`src/design/iolq_ram.sv`:
```
// Generic single-write, single-read RAM with a registered read port.
// Used for the start, end and running-max stores. No dependencies.
`timescale 1ns / 1ps
module iolq_ram #(
	parameter int WIDTH = 32,
	parameter int DEPTH = 64
) (
	input  logic                     clk,
	input  logic                     we,
	input  logic [$clog2(DEPTH)-1:0] waddr,
	input  logic [WIDTH-1:0]         wdata,
	input  logic                     re,
	input  logic [$clog2(DEPTH)-1:0] raddr,
	output logic [WIDTH-1:0]         rdata
);
	logic [WIDTH-1:0] mem_q [DEPTH];

	always_ff @(posedge clk) begin
		if (we) begin
			mem_q[waddr] <= wdata;
		end
		if (re) begin
			rdata <= mem_q[raddr];
		end
	end
endmodule

```
`config.mk`:
```
export PLATFORM = sky130hd
export DESIGN_NAME = iolq_ram
export DESIGN_NICKNAME = d
export VERILOG_FILES = /design/src/design/iolq_ram.sv
export SDC_FILE = /design/constraint.sdc
export NUM_CORES = 2
export LEC_CHECK = 0
export BUFFER_PORTS_ARGS = -buffer_cell sky130_fd_sc_hd__buf_4
export CORE_ASPECT_RATIO = 0.9
export CORE_MARGIN = 1.5
export CORE_UTILIZATION = 57
export CTS_CLUSTER_SIZE = 20
export DETAILED_ROUTE_END_ITERATION = 16
export PLACE_DENSITY = 0.76
export RECOVER_POWER = 50
export SYNTH_ARGS = -nofsm -noshare
export SYNTH_HDL_FRONTEND = slang
export SYNTH_SLANG_ARGS = --single-unit
export TNS_END_PERCENT = 5
```
`constraint.sdc`:
```
create_clock -name clk -period 4.04 [get_ports clk]
set_clock_uncertainty 0.05 [all_clocks]
set_input_delay 0.808 -clock clk [delete_from_list [all_inputs] [get_ports clk]]
set_output_delay 0.808 -clock clk [all_outputs]
set_load 0.02 [all_outputs]
```
# Word level (Yosys, flattened, before mapping)
# Memories as Yosys holds them, arrays and structs flattened. A register that Yosys moved wholly into a read port is not among the register bits.
# Index checks and enable logic that the tools add are counted.
# totals
ramBits	2048
in_bits	47
out_inout_bits	32
latch_bits	0
n_memories	1
elab_cells	3
regBits	0
rom_bits	0
# classes
mux	2
shift	0
add_sub_neg	0
n_reduce_logical	0
div_mod_pow	0
n_mul	0
bitwise_logic	0
n_lt_le_gt_ge	0
n_eq_ne	0
# memory_table
name	words	word_bits	read_ports	rd_clocked_by_memory_dff	write_ports	line_no	source
mem_q	64	32	1	1	1	16	logic [WIDTH-1:0] mem_q [DEPTH];
# ops
cell	n
1-bit 2-to-1 mux	2

# Depth between registers and ports, before layout
# logic_depth
ltp_word	2
depth_mapped	10
depth_no_buf	5

# Worst setup path after synthesis
# No wires, ideal clock.
# synth_timing
path_type	input to register
startpoint	input waddr[3]
endpoint	memory mem_q[48][0], enable pin
stages	4
required_time_ns	3.529
t_arrival_ns	3.507
setup_ns	0.461
path_buffers	1
slack_ns	0.022
cell_sequence	clkbuf_1 -> nor2b_1 -> nand4b_1 -> nor3_1
# synth_lines
item	line_no	source
start: declaration	10	input logic [$clog2(DEPTH)-1:0] waddr,
end: declaration	16	
# Straight into the memory's write port.

# Worst setup path in the final report
# layout_timing
startpoint	input re
endpoint	register rdata[8] (read register of mem_q), enable pin
# layout_lines
item	line_no	source
start: declaration	12	input logic re,
end: declaration	14	output logic [WIDTH-1:0] rdata
# No word-level cell between the ends.

==> results.ini <==
[status]
status = complete, but fails checks
violations = capacitance limit, slew limit

[floorplan]
die_h_um = 356
initial_core_util_pct = 57.4
dieArea_um2 = 141000
io_pins = 79
row_count = 129
coreArea_um2 = 137000
fp.dieW_um = 395

[critical_path]
crit_type = primary input to register
path_delay_family = buffers and inverters
worst-path-stages = 1
cp_max_fo = 32
slowest_delay_ns = 2.85
cp.arrival_ns = 3.76
r2r.worst_path.cells = 5
cp_num_buf_inv = 1
cp-end-kind = register
crit_path_start_kind = primary input
cp_cell_sequence = clkbuf_1
cp_slowest_cell = clkbuf_1
cp.required_ns = 4.31

[pwr]
ir_worst_vdd_mv = 0.586
power_density_nw_per_um2 = 488
pwr-share-comb_pct = 5.4
swShare_pct = 21.2
seqPwrFrac_pct = 55.3
switchingPower_uw = 9250
p_int_uw = 34300
p_leak_uw = 0.0277
clkPwrFrac_pct = 39.3

[cts]
clock_path_buffers = 3
htree_levels = 4
post_cts_buffers = 0
path_clk_slew_ns = 0.06
cts_inserted_buffers = 186
ctsHoldBuffers = 0
root_buffer = clkbuf_16
clock_latency_ns = 0.83
tritoncts = built
cts_resized = 0
cts_sinks = 2080

[route]
drc = 0
routed_via_density = 6.94
antenna_left = 0
finalWirelength_mm = 208
firstDrtPassIters = 6
drtIter0Drc = 5495
vias = 38888
wire_per_inst_um = 37.0

[finish]
drive_gt1_share_pct = 29.4
areaGrowthSynthToFinish_pct = 13.1
final_core_util_pct = 64.9
fillers = 8371
nNetsFinal = 3664

[timing]
maxSlewViolCount = 2113
rsz0062_at_grt = no
fmax_ghz = 0.286
finalHoldViolCount = 0
period_needed_ns = 3.49
slew_headroom_pct = -177
period_share_pct = 86.4
setup_violations = 0
worst_hold_slack_ns = 0.590
tightestPinTransition_ns = 4.15

[synthesis]
netlist_area_um2 = 78800
synthCells = 3324
syn_area_per_cell_um2 = 23.7
synth_seq_cells = 2080
seq_area_frac_synth_pct = 79.2
synth.distinct_cells = 33
synth_nets = 3371
yosysWarnings = 0

[grt]
overflow = 0
grt_max_degree = 65
grt_pass1_wl_mm = 292
grt_util_all_layers_pct = 30.0
first_global_vias = 38819
antenna_found_initial = 17

[hold_path]
hold_class = primary input to register
hold-path-cell-count = 3

[placed_design]
place_hpwl_mm = 112
globalplace.congestion = 0.843
buffer_ports.inserted = 78

[job]
drv_cap = 33

==> flip-flops by register name (all words and copies together) (netlist names) <==
name / count
mem_q: 2048
rdata: 32
==> cells by family (layout without fill, tap and decap cells) <==
logic type / after synthesis / count (layout) / share of synthesized area [%]
other: 0 / 4 / 0
buffers and inverters: 182 / 627 / 1.12
AND/OR/NAND/NOR: 223 / 223 / 1.26
multiplexers: 637 / 637 / 16.7
flip-flops: 2080 / 2080 / 79.2
AO/OA/AOI/OAI: 202 / 202 / 1.67
==> layout by cell type, fill, tap and decap left out, types with 3 or more instances in the layout <==
master,n
o22ai_1,84
or3_1,3
inv_6,6
buf_4,198
nor2_1,79
nand2_1,26
o32ai_1,4
diode_2,4
mux4_2,544
clkinvlp_4,9
mux2i_1,93
buf_8,3
a22oi_1,12
a311oi_1,8
clkbuf_16,191
buf_12,48
and3_1,4
nand2b_1,7
o221ai_1,27
nand3b_1,5
clkinv_1,42
nor2b_1,15
bufinv_16,12
clkbuf_1,85
a21oi_1,62
a41o_1,4
nor2_4,58
clkinv_2,28
nor3_1,5
edfxtp_1,2080
nand3_1,5
or3b_2,3
==> cells in the mapped netlist <==
master | number | area, um^2
a21oi_1 | 62 | 310
a22oi_1 | 12 | 90.1
a311oi_1 | 8 | 70.1
a31oi_1 | 1 | 6.26
a41o_1 | 4 | 40.0
and2_1 | 2 | 12.5
and3_1 | 4 | 25.0
buf_1 | 21 | 78.8
buf_2 | 57 | 285
buf_4 | 25 | 188
buf_6 | 5 | 56.3
clkbuf_1 | 74 | 278
edfxtp_1 | 2080 | 62500
mux2i_1 | 93 | 931
mux4_2 | 544 | 12300
nand2_1 | 26 | 97.6
nand2b_1 | 8 | 50.1
nand3_1 | 5 | 25.0
nand3b_1 | 5 | 37.5
nand4_1 | 2 | 12.5
nand4b_1 | 1 | 8.76
nor2_1 | 137 | 514
nor2b_1 | 15 | 93.8
nor3_1 | 7 | 35.0
o221ai_1 | 27 | 236
o22ai_1 | 84 | 526
o32ai_1 | 4 | 35.0
or2_0 | 1 | 6.26
or2_1 | 1 | 6.26
or2_2 | 1 | 6.26
or3_1 | 3 | 18.8
or3b_1 | 2 | 17.5
or3b_2 | 3 | 26.3
==> path summary, 6_finish.rpt <==
path                       from        end  slack, ns
setup / recovery             re   rdata[8]       0.55
hold / removal         raddr[4]  rdata[29]       0.59
setup reg to reg  mem_q[18][17]  rdata[17]       1.26
hold reg to reg   mem_q[12][20]  rdata[20]       0.76
==> metrics by stage <==
| stage | cells | TNS, ns | total power, uW | worst slack (ns) | instance area, um^2 |
|---|---|---|---|---|---|
| after CTS | 5603 | 0 | 43600 | 0.769 | 89300 |
| after global placement | 5263 | -0.0406 | 26800 | -0.0267 | 83500 |
| final | 5607 | 0 | 43500 | 0.549 | 89100 |
| after global routing | 5605 | 0 | 44500 | 0.568 | 89100 |
| after floorplan | 3324 | 0 | 25600 | 0.0222 | 78800 |
| after detailed placement | 5263 | -0.0264 | 26800 | -0.0264 | 83500 |
==> final cells by class <==
type	instances	area [um^2]	share of cell area, %
Sequential cell	2080	62500	70.1
Multi-Input combinational cell	1062	15900	17.9
Clock buffer	239	4960	5.56
Timing Repair Buffer	287	2640	2.96
Tap cell	1834	2290	2.57
Clock inverter	101	828	0.929
Antenna cell	4	10.0	0.0112
==> layer usage <==
layer	share of wire, %	vias to the layer above	wire [um]	global-route usage [%]
met3	13	470	27500	6.96
met5	0.030	-	62	0
met4	4.1	10	8600	12.5
met2	48	3043	99000	46.8
met1	35	20490	72300	41.6
li1	-	14875	-	-
==> power groups by stage <==
stage                     Sequential, uW  Clock, uW  Combinational (uW)
final                              24100      17100                2370
after global routing               24100      18000                2450
after CTS                          24000      17200                2370
after detailed placement           24500          0                2340
after global placement             24500          0                2300
after floorplan                    24500          0                1160
No activity file was read; power rests on OpenSTA's default activity.
